--- src/hw/rtl/kmp_pkg.sv ---
`default_nettype none
// ----------------------------------------------------------------------------
// kmp_pkg
// Shared constants, types and controller/datapath links for the streaming
// Knuth-Morris-Pratt matcher.
// ----------------------------------------------------------------------------
package kmp_pkg;

	localparam int MAX_PATTERN = 8;
	localparam int MAX_TEXT    = 65536;

	localparam int CHAR_W  = 8;
	localparam int LEN_W   = $clog2(MAX_PATTERN + 1);
	localparam int IDX_W   = (MAX_PATTERN > 1) ? $clog2(MAX_PATTERN) : 1;
	localparam int PAT_W   = MAX_PATTERN * CHAR_W;
	localparam int POS_W   = 16;
	localparam int FAIL_W  = 5;
	localparam int CFG_IDX_W  = 1;
	localparam int CFG_DATA_W = 64;
	localparam int LEN_CFG_W  = 4;

	localparam logic [FAIL_W-1:0] FAIL_NONE = '1;

	// Last position the counter reaches: the smaller of MAX_TEXT-1 and the
	// largest value of the position field.
	localparam logic [POS_W-1:0] POS_CAP =
		((MAX_TEXT - 1) > ((1 << POS_W) - 1)) ? '1 : POS_W'(MAX_TEXT - 1);

	typedef enum logic [CFG_IDX_W-1:0] {
		REG_PATTERN_CHARS  = 1'b0,
		REG_PATTERN_LENGTH = 1'b1
	} cfg_reg_t;

	typedef enum logic [2:0] {
		ST_IDLE,
		ST_BUILD_INIT,
		ST_BUILD,
		ST_MATCH,
		ST_HIT,
		ST_EMIT
	} ctrl_state_t;

	typedef struct packed {
		logic accept;
		logic build_init;
		logic build_step;
		logic match_step;
		logic hit_fallback;
		logic emit;
	} dp_cmd_t;

	typedef struct packed {
		logic need_build;
		logic build_done;
		logic match_fall;
		logic match_hit;
		logic out_free;
	} dp_status_t;

endpackage

`default_nettype wire

--- src/hw/rtl/kmp_in_if.sv ---
`default_nettype none
// ----------------------------------------------------------------------------
// kmp_in_if
// Text byte channel: valid/ready with one character and text framing marks.
// ----------------------------------------------------------------------------
interface kmp_in_if;
	import kmp_pkg::*;

	logic              valid;
	logic              ready;
	logic [CHAR_W-1:0] text_byte;
	logic              start_of_text;
	logic              end_of_text;

	modport source (output valid, text_byte, start_of_text, end_of_text, input ready);
	modport sink   (input valid, text_byte, start_of_text, end_of_text, output ready);
endinterface

`default_nettype wire

--- src/hw/rtl/kmp_out_if.sv ---
`default_nettype none
// ----------------------------------------------------------------------------
// kmp_out_if
// Result channel: valid/ready with the hit flag, start position and failure.
// ----------------------------------------------------------------------------
interface kmp_out_if;
	import kmp_pkg::*;

	logic             valid;
	logic             ready;
	logic             match_found;
	logic [POS_W-1:0] match_start;
	logic             search_failed;

	modport source (output valid, match_found, match_start, search_failed, input ready);
	modport sink   (input valid, match_found, match_start, search_failed, output ready);
endinterface

`default_nettype wire

--- src/hw/rtl/kmp_cfg_if.sv ---
`default_nettype none
// ----------------------------------------------------------------------------
// kmp_cfg_if
// Configuration write channel: valid/ready with register index and data.
// ----------------------------------------------------------------------------
interface kmp_cfg_if;
	import kmp_pkg::*;

	logic                  valid;
	logic                  ready;
	logic [CFG_IDX_W-1:0]  index;
	logic [CFG_DATA_W-1:0] data;

	modport source (output valid, index, data, input ready);
	modport sink   (input valid, index, data, output ready);
endinterface

`default_nettype wire

--- src/hw/rtl/kmp_ctrl.sv ---
`default_nettype none
// ----------------------------------------------------------------------------
// kmp_ctrl
// Sequencer: steps the table build, the fallback search and the result load.
// ----------------------------------------------------------------------------
module kmp_ctrl (
	input  wire                 clk,
	input  wire                 arst_n,
	input  wire                 in_valid,
	output logic                in_ready,
	input  kmp_pkg::dp_status_t sts,
	output kmp_pkg::dp_cmd_t    cmd
);
	import kmp_pkg::*;

	ctrl_state_t state_q, state_d;

	always_ff @(posedge clk or negedge arst_n) begin
		if (!arst_n) begin
			state_q <= ST_IDLE;
		end else begin
			state_q <= state_d;
		end
	end

	always_comb begin
		state_d  = state_q;
		cmd      = '0;
		in_ready = 1'b0;
		unique case (state_q)
			ST_IDLE: begin
				in_ready = 1'b1;
				if (in_valid) begin
					cmd.accept = 1'b1;
					state_d    = sts.need_build ? ST_BUILD_INIT : ST_MATCH;
				end
			end
			ST_BUILD_INIT: begin
				cmd.build_init = 1'b1;
				state_d        = ST_BUILD;
			end
			ST_BUILD: begin
				if (sts.build_done) begin
					state_d = ST_MATCH;
				end else begin
					cmd.build_step = 1'b1;
				end
			end
			ST_MATCH: begin
				cmd.match_step = 1'b1;
				priority if (sts.match_fall) begin
					state_d = ST_MATCH;
				end else if (sts.match_hit) begin
					state_d = ST_HIT;
				end else begin
					state_d = ST_EMIT;
				end
			end
			ST_HIT: begin
				cmd.hit_fallback = 1'b1;
				state_d          = ST_EMIT;
			end
			ST_EMIT: begin
				if (sts.out_free) begin
					cmd.emit = 1'b1;
					state_d  = ST_IDLE;
				end
			end
			default: begin
				state_d = ST_IDLE;
			end
		endcase
	end

endmodule

`default_nettype wire

--- src/hw/rtl/kmp_dp.sv ---
`default_nettype none
// ----------------------------------------------------------------------------
// kmp_dp
// Datapath: config registers, latched pattern, failure table, match state
// and the result register.
// ----------------------------------------------------------------------------
module kmp_dp (
	input  wire                            clk,
	input  wire                            arst_n,
	// configuration writes
	input  wire                            cfg_we,
	input  wire  [kmp_pkg::CFG_IDX_W-1:0]  cfg_index,
	input  wire  [kmp_pkg::CFG_DATA_W-1:0] cfg_data,
	// input payload
	input  wire  [kmp_pkg::CHAR_W-1:0]     text_byte,
	input  wire                            start_of_text,
	input  wire                            end_of_text,
	// result
	output logic                           out_valid,
	input  wire                            out_ready,
	output logic                           match_found,
	output logic [kmp_pkg::POS_W-1:0]      match_start,
	output logic                           search_failed,
	// sequencer link
	input  kmp_pkg::dp_cmd_t               cmd,
	output kmp_pkg::dp_status_t            sts
);
	import kmp_pkg::*;

	// configuration registers
	logic [PAT_W-1:0]     cfg_chars_q;
	logic [LEN_CFG_W-1:0] cfg_len_q;

	// per-text state
	logic [PAT_W-1:0]  pat_q;
	logic [LEN_W-1:0]  len_q;
	logic [FAIL_W-1:0] fail_q [MAX_PATTERN+1];
	logic              built_q;
	logic [LEN_W-1:0]  j_q;
	logic [POS_W-1:0]  pos_q;
	logic              any_hit_q;
	logic              hit_q;

	// current item and build counters
	logic [CHAR_W-1:0] byte_q;
	logic              eot_q;
	logic [LEN_W-1:0]  i_q;
	logic [IDX_W-1:0]  k_q;

	logic              out_valid_q;

	logic [CHAR_W-1:0] ch_i, ch_k, ch_j;
	logic [LEN_W-1:0]  rd_addr;
	logic [FAIL_W-1:0] fail_rd;
	logic [LEN_W-1:0]  j_next;
	logic [IDX_W-1:0]  k_next;
	logic [LEN_W-1:0]  len_clamped;
	logic              build_fall;

	assign ch_i = pat_q[i_q[IDX_W-1:0]*CHAR_W +: CHAR_W];
	assign ch_k = pat_q[k_q*CHAR_W +: CHAR_W];
	assign ch_j = pat_q[j_q[IDX_W-1:0]*CHAR_W +: CHAR_W];

	// one table read port, shared by build and match
	assign rd_addr = (cmd.match_step || cmd.hit_fallback) ? j_q : LEN_W'(k_q);
	assign fail_rd = fail_q[rd_addr];

	assign build_fall = (k_q != '0) && (ch_i != ch_k);
	assign k_next     = k_q + IDX_W'(ch_i == ch_k);
	assign j_next     = j_q + LEN_W'(byte_q == ch_j);

	always_comb begin
		if (cfg_len_q == '0) begin
			len_clamped = LEN_W'(1);
		end else if (LEN_CFG_W'(cfg_len_q) > LEN_CFG_W'(MAX_PATTERN)) begin
			len_clamped = LEN_W'(MAX_PATTERN);
		end else begin
			len_clamped = LEN_W'(cfg_len_q);
		end
	end

	assign sts.need_build = start_of_text || !built_q;
	assign sts.build_done = (i_q >= len_q);
	assign sts.match_fall = (j_q != '0) && (byte_q != ch_j);
	assign sts.match_hit  = !sts.match_fall && (j_next == len_q);
	assign sts.out_free   = !out_valid_q || out_ready;

	assign out_valid = out_valid_q;

	// control and reset-visible state
	always_ff @(posedge clk or negedge arst_n) begin
		if (!arst_n) begin
			cfg_chars_q <= '0;
			cfg_len_q   <= LEN_CFG_W'(1);
			pat_q       <= '0;
			len_q       <= LEN_W'(1);
			built_q     <= 1'b0;
			j_q         <= '0;
			pos_q       <= '0;
			any_hit_q   <= 1'b0;
			hit_q       <= 1'b0;
			i_q         <= '0;
			k_q         <= '0;
			out_valid_q <= 1'b0;
		end else begin
			if (cfg_we) begin
				unique case (cfg_reg_t'(cfg_index))
					REG_PATTERN_CHARS:  cfg_chars_q <= cfg_data[PAT_W-1:0];
					REG_PATTERN_LENGTH: cfg_len_q   <= cfg_data[LEN_CFG_W-1:0];
					default: ;
				endcase
			end

			if (cmd.accept && !sts.need_build && (j_q >= len_q)) begin
				j_q <= '0;
			end

			if (cmd.build_init) begin
				pat_q     <= cfg_chars_q;
				len_q     <= len_clamped;
				built_q   <= 1'b1;
				j_q       <= '0;
				pos_q     <= '0;
				any_hit_q <= 1'b0;
				i_q       <= LEN_W'(1);
				k_q       <= '0;
			end

			if (cmd.build_step) begin
				if (build_fall) begin
					k_q <= fail_rd[IDX_W-1:0];
				end else begin
					k_q <= k_next;
					i_q <= i_q + LEN_W'(1);
				end
			end

			if (cmd.match_step) begin
				if (sts.match_fall) begin
					j_q <= fail_rd[LEN_W-1:0];
				end else begin
					j_q   <= j_next;
					hit_q <= sts.match_hit;
				end
			end

			if (cmd.hit_fallback) begin
				j_q <= fail_rd[LEN_W-1:0];
			end

			if (cmd.emit) begin
				any_hit_q <= any_hit_q || hit_q;
				if (pos_q < POS_CAP) begin
					pos_q <= pos_q + POS_W'(1);
				end
				if (eot_q) begin
					built_q <= 1'b0;
				end
			end

			if (cmd.emit) begin
				out_valid_q <= 1'b1;
			end else if (out_ready) begin
				out_valid_q <= 1'b0;
			end
		end
	end

	// payload: captured item, failure table, result fields
	always_ff @(posedge clk) begin
		if (cmd.accept) begin
			byte_q <= text_byte;
			eot_q  <= end_of_text;
		end
		if (cmd.build_init) begin
			fail_q[0] <= FAIL_NONE;
			fail_q[1] <= '0;
		end
		if (cmd.build_step && !build_fall) begin
			fail_q[i_q + LEN_W'(1)] <= FAIL_W'(k_next);
		end
		if (cmd.emit) begin
			match_found   <= hit_q;
			match_start   <= hit_q ? (pos_q + POS_W'(1) - POS_W'(len_q)) : '0;
			search_failed <= eot_q && !(any_hit_q || hit_q);
		end
	end

endmodule

`default_nettype wire

--- src/hw/rtl/kmp_stream_matcher_unit.sv ---
`default_nettype none
// ----------------------------------------------------------------------------
// kmp_stream_matcher_unit
// Streaming Knuth-Morris-Pratt matcher for a pattern of up to eight bytes.
// ----------------------------------------------------------------------------
//
//  channel   dir  handshake        payload
//  --------  ---  ---------------  ------------------------------------------
//  text_in   in   valid / ready    text_byte, start_of_text, end_of_text
//  result    out  valid / ready    match_found, match_start, search_failed
//  cfg       in   valid / ready    index, data (0: pattern_chars,
//                                  1: pattern_length)
//
//  Steps: a byte that continues a text is accepted in IDLE, then runs MATCH
//  once plus once more per failure-table fallback, then EMIT; a hit adds
//  a HIT step for the fallback after the match. The first byte of a text
//  runs BUILD_INIT and then the BUILD steps of the table build first.
//  Build and match share the single table read port, one lookup per cycle.
//  Reset clears the match state and leaves the failure table unwritten;
//  the first byte after reset always rebuilds it.
//  Stalls: a finished result waits in the output register while the next
//  beat is taken; the block holds in its emit step only if that register
//  is still full and not taken when the next result is ready.
//  Config is always ready; a new pattern takes effect at the next text.
// ----------------------------------------------------------------------------
module kmp_stream_matcher_unit (
	input  wire      clk,
	input  wire      arst_n,
	kmp_in_if.sink   text_in,
	kmp_out_if.source result,
	kmp_cfg_if.sink  cfg
);
	import kmp_pkg::*;

	dp_cmd_t    cmd;
	dp_status_t sts;

	// Config writes land directly in registers, so never stall the port.
	assign cfg.ready = 1'b1;

	// Sequencer: owns the input ready and steps the datapath.
	kmp_ctrl u_ctrl (
		.clk      (clk),
		.arst_n   (arst_n),
		.in_valid (text_in.valid),
		.in_ready (text_in.ready),
		.sts      (sts),
		.cmd      (cmd)
	);

	// Datapath: registers, table and result beat.
	kmp_dp u_dp (
		.clk           (clk),
		.arst_n        (arst_n),
		.cfg_we        (cfg.valid && cfg.ready),
		.cfg_index     (cfg.index),
		.cfg_data      (cfg.data),
		.text_byte     (text_in.text_byte),
		.start_of_text (text_in.start_of_text),
		.end_of_text   (text_in.end_of_text),
		.out_valid     (result.valid),
		.out_ready     (result.ready),
		.match_found   (result.match_found),
		.match_start   (result.match_start),
		.search_failed (result.search_failed),
		.cmd           (cmd),
		.sts           (sts)
	);

endmodule

`default_nettype wire
--- src/flat_wrapper.sv ---
// flat-port wrapper written by rule: the top's interface ports become plain ports
module kmp_stream_matcher_unit_flat import kmp_pkg::*;
  (clk, arst_n, text_in_valid, text_in_text_byte, text_in_start_of_text, text_in_end_of_text, text_in_ready, result_valid, result_match_found, result_match_start, result_search_failed, result_ready, cfg_valid, cfg_index, cfg_data, cfg_ready);
  kmp_in_if text_in_i ();
  kmp_out_if result_i ();
  kmp_cfg_if cfg_i ();
  input  wire clk;
  input  wire arst_n;
  input wire logic [$bits(text_in_i.valid)-1:0] text_in_valid;
  input wire logic [$bits(text_in_i.text_byte)-1:0] text_in_text_byte;
  input wire logic [$bits(text_in_i.start_of_text)-1:0] text_in_start_of_text;
  input wire logic [$bits(text_in_i.end_of_text)-1:0] text_in_end_of_text;
  output wire logic [$bits(text_in_i.ready)-1:0] text_in_ready;
  output wire logic [$bits(result_i.valid)-1:0] result_valid;
  output wire logic [$bits(result_i.match_found)-1:0] result_match_found;
  output wire logic [$bits(result_i.match_start)-1:0] result_match_start;
  output wire logic [$bits(result_i.search_failed)-1:0] result_search_failed;
  input wire logic [$bits(result_i.ready)-1:0] result_ready;
  input wire logic [$bits(cfg_i.valid)-1:0] cfg_valid;
  input wire logic [$bits(cfg_i.index)-1:0] cfg_index;
  input wire logic [$bits(cfg_i.data)-1:0] cfg_data;
  output wire logic [$bits(cfg_i.ready)-1:0] cfg_ready;
  assign text_in_i.valid = text_in_valid;
  assign text_in_i.text_byte = text_in_text_byte;
  assign text_in_i.start_of_text = text_in_start_of_text;
  assign text_in_i.end_of_text = text_in_end_of_text;
  assign text_in_ready = text_in_i.ready;
  assign result_valid = result_i.valid;
  assign result_match_found = result_i.match_found;
  assign result_match_start = result_i.match_start;
  assign result_search_failed = result_i.search_failed;
  assign result_i.ready = result_ready;
  assign cfg_i.valid = cfg_valid;
  assign cfg_i.index = cfg_index;
  assign cfg_i.data = cfg_data;
  assign cfg_ready = cfg_i.ready;
  kmp_stream_matcher_unit u_core (.clk(clk), .arst_n(arst_n), .text_in(text_in_i), .result(result_i), .cfg(cfg_i));
endmodule
--- config.mk ---
export PLATFORM = sky130hd
export DESIGN_NAME = kmp_stream_matcher_unit_flat
export DESIGN_NICKNAME = d
export VERILOG_FILES = /design/src/hw/rtl/kmp_pkg.sv /design/src/hw/rtl/kmp_in_if.sv /design/src/hw/rtl/kmp_out_if.sv /design/src/hw/rtl/kmp_cfg_if.sv /design/src/hw/rtl/kmp_ctrl.sv /design/src/hw/rtl/kmp_dp.sv /design/src/hw/rtl/kmp_stream_matcher_unit.sv /design/src/flat_wrapper.sv
export SDC_FILE = /design/constraint.sdc
export NUM_CORES = 1
export LEC_CHECK = 0
export CAP_MARGIN = 40
export CELL_PAD_IN_SITES_DETAIL_PLACEMENT = 1
export CELL_PAD_IN_SITES_GLOBAL_PLACEMENT = 2
export CORE_UTILIZATION = 45
export CTS_CLUSTER_DIAMETER = 150
export DETAILED_ROUTE_END_ITERATION = 6
export DONT_BUFFER_PORTS = 1
export PLACE_DENSITY_LB_ADDON = 0.1
export SYNTH_ARGS = -nofsm -noshare
export SYNTH_HDL_FRONTEND = slang
export SYNTH_SLANG_ARGS = --single-unit
--- constraint.sdc ---
create_clock -name clk -period 4.5 [get_ports clk]
set_input_delay 0.45 -clock clk [delete_from_list [all_inputs] [get_ports clk]]
set_output_delay 0.45 -clock clk [all_outputs]
set_load 0.005 [all_outputs]
==> results.toml <==
[critical_path]
rr_worst_depth = 14
critPathLaunchType = "flop"
worst-path-max-fanout = 18
regToRegEndpoint = "u_core.u_ctrl.state_q[0]$_DFFE_PN0P_"
crit_type = "flop to flop"
end_kind = "flop"
worstReg2RegStart = "u_core.u_dp.j_q[0]$_DFFE_PN0P_"
timing.critical_path.required_ns = 4.92
ff2ff_setup_slack_ns = 0.78
cp.arrival_ns = 4.14

[hold_path]
hold_class = "input port to flop"
whs_path_depth = 1
worst_hold_path.endpoint = "u_core.u_dp.cfg_chars_q[36]$_DFFE_PN0P_"
min-delay-start = "cfg_data[36]"

[placed_design]
place.detailed.hpwl_mm = 19.95
dpl-instance-area_um2 = 12060
port_buffers = 0
place_inst = 1299
final_weighted_congestion_in_routability_driven_placement = 0.8122

[final_layout]
n_antenna_cell = 0
utilization_after_layout_pct = 51.61
layout-area-overhead-vs-synth_pct = 11.40
final_cell_mix = "sky130_fd_sc_hd__nand2_1, sky130_fd_sc_hd__dfrtp_1, sky130_fd_sc_hd__mux2_2"
layout.nets = 1112
fraction_of_final_layout_cells_with_drive_strength_greater_than_1_pct = 20.87
layout.cell_area.non_filler_um2 = 13110
final-instance-count-excl-fill = 1360
count_of_fill_cells_added_during_filler_insertion = 2669
layout.cells.most_common = "sky130_fd_sc_hd__nand2_1"

[clocking]
cts_setup_buffers = 0
cts.reportedPaths.clkPinSlew_ns = 0.06
cts-buffers-inserted = 27
tritoncts = "yes"
clock-sinks = 228
clk_latency_ns = 0.54
clock_tree_root_buffer_cell = "sky130_fd_sc_hd__clkbuf_16"
cts_buffer_depth = 3
h-tree-depth = 1

[routing]
ant_nets = 0
detailroute.wirelength.met2_mm = 13.50
highest-signal-layer = "met4"
detail_route.iter0.violations = 413
drt-total-wl_mm = 28.28
route.vias.total = 7645
drt-vias-per-instance = 5.621
drt-pass1-iter-count = 4
drt-met1-wl_mm = 13.08
avgRoutedWirePerCell_um = 20.80
route.met3.wl_mm = 1.038
route.detailed.drc = 0

[power_and_ir_drop]
power_density_nw_per_um2 = 697.7
netSwitchingPower_w = 0.003420
relative_contribution_of_the_clock_network_to_total_power_pct = 24.6
internal-power_w = 0.005726
peakVddDrop_mv = 0.3696
power.switching_fraction_pct = 37.39
comb_power_share_pct = 38.2
power.static_leakage_nw = 5.541
seq_power_share_pct = 37.2

[die]
starting_density_of_the_core_pct = 46.33
fp.dieArea_um2 = 26800
design.core.area_um2 = 25400
rows = 58
dieHeight_um = 163.7
io_pins = 101
die_width_um = 163.7

[logic_synthesis]
postSynthNetCount = 1114
cell_area_after_synthesis_um2 = 11770
yosysUniqueCellTypes = 77
synth_edf_count = 57
synth_seq_area_share_pct = 50.89
synth_seq_cells = 228
synthesis.yosys.warnings = 0
ys_async_sr_fraction_pct = 74.56
avgSynthCellArea_um2 = 11.64
synthCells = 1011
synth_top_flop_cell = "sky130_fd_sc_hd__dfrtp_1"

[outcome]
run_status = "completed"

[grt]
grt_max_degree = 171
grt_pass1_wl_mm = 45.97
grt_pass1_vias = 8101
global_route.usage.total_pct = 22.12
grt-ovfl-total = 0
grt_antenna_before_repair = 0

[timing]
timing.final.setup_violations = 0
rsz0062_at_grt = "no"
hold_slack_ns = 0.05821
slew_headroom_pct = 38.38
final_hold_violation_count = 0
setup_tns_ns = 0
achievable-frequency_ghz = 0.2687
worst_clock_skew_ns = 0.01414
finalCriticalPeriod_ns = 3.721
maxSlewViolCount = 0
actual_transition_at_the_worst_max_transition_pin_ns = 0.9243
timing.final.crit_share_pct = 82.70

[run]
maxCapViolations = 0
## critical path, stage by stage, from the launching register on
cell                      delay, ns
sky130_fd_sc_hd__dfrtp_1       0.82
sky130_fd_sc_hd__buf_4         0.36
sky130_fd_sc_hd__mux2_2        0.36
sky130_fd_sc_hd__o22ai_1       0.19
sky130_fd_sc_hd__or3_1         0.14
sky130_fd_sc_hd__nand4_1       0.11
sky130_fd_sc_hd__nor4_4        0.33
sky130_fd_sc_hd__ha_1          0.23
sky130_fd_sc_hd__ha_1          0.21
sky130_fd_sc_hd__xnor2_1       0.15
sky130_fd_sc_hd__xnor2_1       0.14
sky130_fd_sc_hd__nand3_1       0.09
sky130_fd_sc_hd__nor2_1        0.13
sky130_fd_sc_hd__a21oi_1       0.08
sky130_fd_sc_hd__a221o_1       0.26
## metrics by stage
step           total power, W  setup slack, ns
2_1_floorplan        0.005970            1.475
3_3_place_gp         0.006834           0.8900
3_5_place_dp         0.006929           0.8007
4_1_cts              0.009262           0.7670
5_1_grt              0.009757           0.4325
6_report             0.009146           0.7785
## worst max-delay path by stage
stage / start / end / slack (ns) / cells after the start
floorplan: u_core.u_dp.i_q[1]$_DFF_PN0_ / u_core.u_dp.fail_q[1][2]$_SDFFCE_PN0P_ / 1.48 / 12
global placement: u_core.u_dp.k_q[0]$_DFFE_PN0P_ / u_core.u_dp.fail_q[6][0]$_DFFE_PP_ / 0.89 / 7
detailed placement: u_core.u_dp.j_q[0]$_DFFE_PN0P_ / u_core.u_ctrl.state_q[0]$_DFFE_PN0P_ / 0.80 / 14
CTS: u_core.u_dp.j_q[0]$_DFFE_PN0P_ / u_core.u_ctrl.state_q[0]$_DFFE_PN0P_ / 0.77 / 14
global route: u_core.u_dp.j_q[0]$_DFFE_PN0P_ / u_core.u_ctrl.state_q[0]$_DFFE_PN0P_ / 0.43 / 14
finish: u_core.u_dp.j_q[0]$_DFFE_PN0P_ / u_core.u_ctrl.state_q[0]$_DFFE_PN0P_ / 0.78 / 14
## logic make-up after synthesis
group                      after synthesis  share of synthesized area (%)
buffers and inverters                   76                          3.030
AOI/OAI and AO/OA                      105                          5.689
other                                    1                        0.03187
and+or+nand+nor                        371                          14.77
DFF                                    228                          50.89
xor gates and xnor gates                42                          3.126
adders and majority gates               23                          2.509
muxes                                  165                          19.96
## registers in the layout (all words and copies together) (netlist names), 4 cells and up
| register | count |
|---|---|
| u_core.u_dp.cfg_chars_q | 64 |
| u_core.u_dp.pat_q | 64 |
| u_core.u_dp.fail_q | 31 |
| u_core.u_dp.match_start | 16 |
| u_core.u_dp.pos_q | 16 |
| u_core.u_dp.byte_q | 8 |
| u_core.u_dp.cfg_len_q | 4 |
| u_core.u_dp.i_q | 4 |
| u_core.u_dp.j_q | 4 |
| u_core.u_dp.len_q | 4 |
## repair_timing
action / CTS / global route
hold endpoints to repair: 179 / 0
resized for setup: 0 / 0
hold buffers: 11 / 0
## Yosys cell counts, types with 4 or more instances
cell type                    n  area [µm²]
sky130_fd_sc_hd__a21o_1      7       52.55
sky130_fd_sc_hd__a21oi_1    15       75.07
sky130_fd_sc_hd__a22oi_1     5       37.54
sky130_fd_sc_hd__and2_1     20       125.1
sky130_fd_sc_hd__and3_1      5       31.28
sky130_fd_sc_hd__buf_2       6       30.03
sky130_fd_sc_hd__buf_4       4       30.03
sky130_fd_sc_hd__buf_6       5       56.30
sky130_fd_sc_hd__clkbuf_1   40       150.1
sky130_fd_sc_hd__dfrtp_1   168        4204
sky130_fd_sc_hd__edfxtp_1   57        1712
sky130_fd_sc_hd__ha_1       22       275.3
sky130_fd_sc_hd__inv_1      17       63.81
sky130_fd_sc_hd__mux2_2     89        1002
sky130_fd_sc_hd__mux2i_1    28       280.3
sky130_fd_sc_hd__mux4_2     40       900.9
sky130_fd_sc_hd__nand2_1   232       870.8
sky130_fd_sc_hd__nand2b_1    9       56.30
sky130_fd_sc_hd__nand3_1    23       115.1
sky130_fd_sc_hd__nand3b_1    5       37.54
sky130_fd_sc_hd__nand4_1     8       50.05
sky130_fd_sc_hd__nor2_1     18       67.56
sky130_fd_sc_hd__nor2b_1     5       31.28
sky130_fd_sc_hd__nor3_1     13       65.06
sky130_fd_sc_hd__nor3b_1     5       37.54
sky130_fd_sc_hd__o211ai_1    4       30.03
sky130_fd_sc_hd__o21a_1      5       37.54
sky130_fd_sc_hd__o21ai_0    33       165.2
sky130_fd_sc_hd__o22ai_1    10       62.56
sky130_fd_sc_hd__o31ai_1     7       52.55
sky130_fd_sc_hd__or3_1       6       37.54
sky130_fd_sc_hd__xnor2_1    14       122.6
sky130_fd_sc_hd__xor2_1     28       245.2
## cell type report
cell class              count  area, µm²  share of cell area [%]
flip-flops and latches    228       5988                   45.68
clock inverters            15      168.9                   1.289
well taps                 330      412.9                   3.150
multi-input cells         707       5435                   41.46
inverters                  18      67.56                  0.5154
clock buffers              35      755.7                   5.765
repair buffers             27      280.3                   2.138
## power groups by stage
stage	combinational [W]	sequential [W]	clock [W]
global route	0.00390	0.00348	0.00238
CTS	0.00354	0.00341	0.00231
global placement	0.00338	0.00346	0
finish	0.00349	0.00340	0.00225
floorplan	0.00296	0.00301	0
detailed placement	0.00348	0.00345	0
## routing by layer
layer / track usage [%] / up-vias
li1: - / 3602
met1: 30.71 / 3852
met2: 36.56 / 153
met3: 3.131 / 38
met4: 5.513 / 0
met5: 0 / -
(Power assumes the default switching activity.)
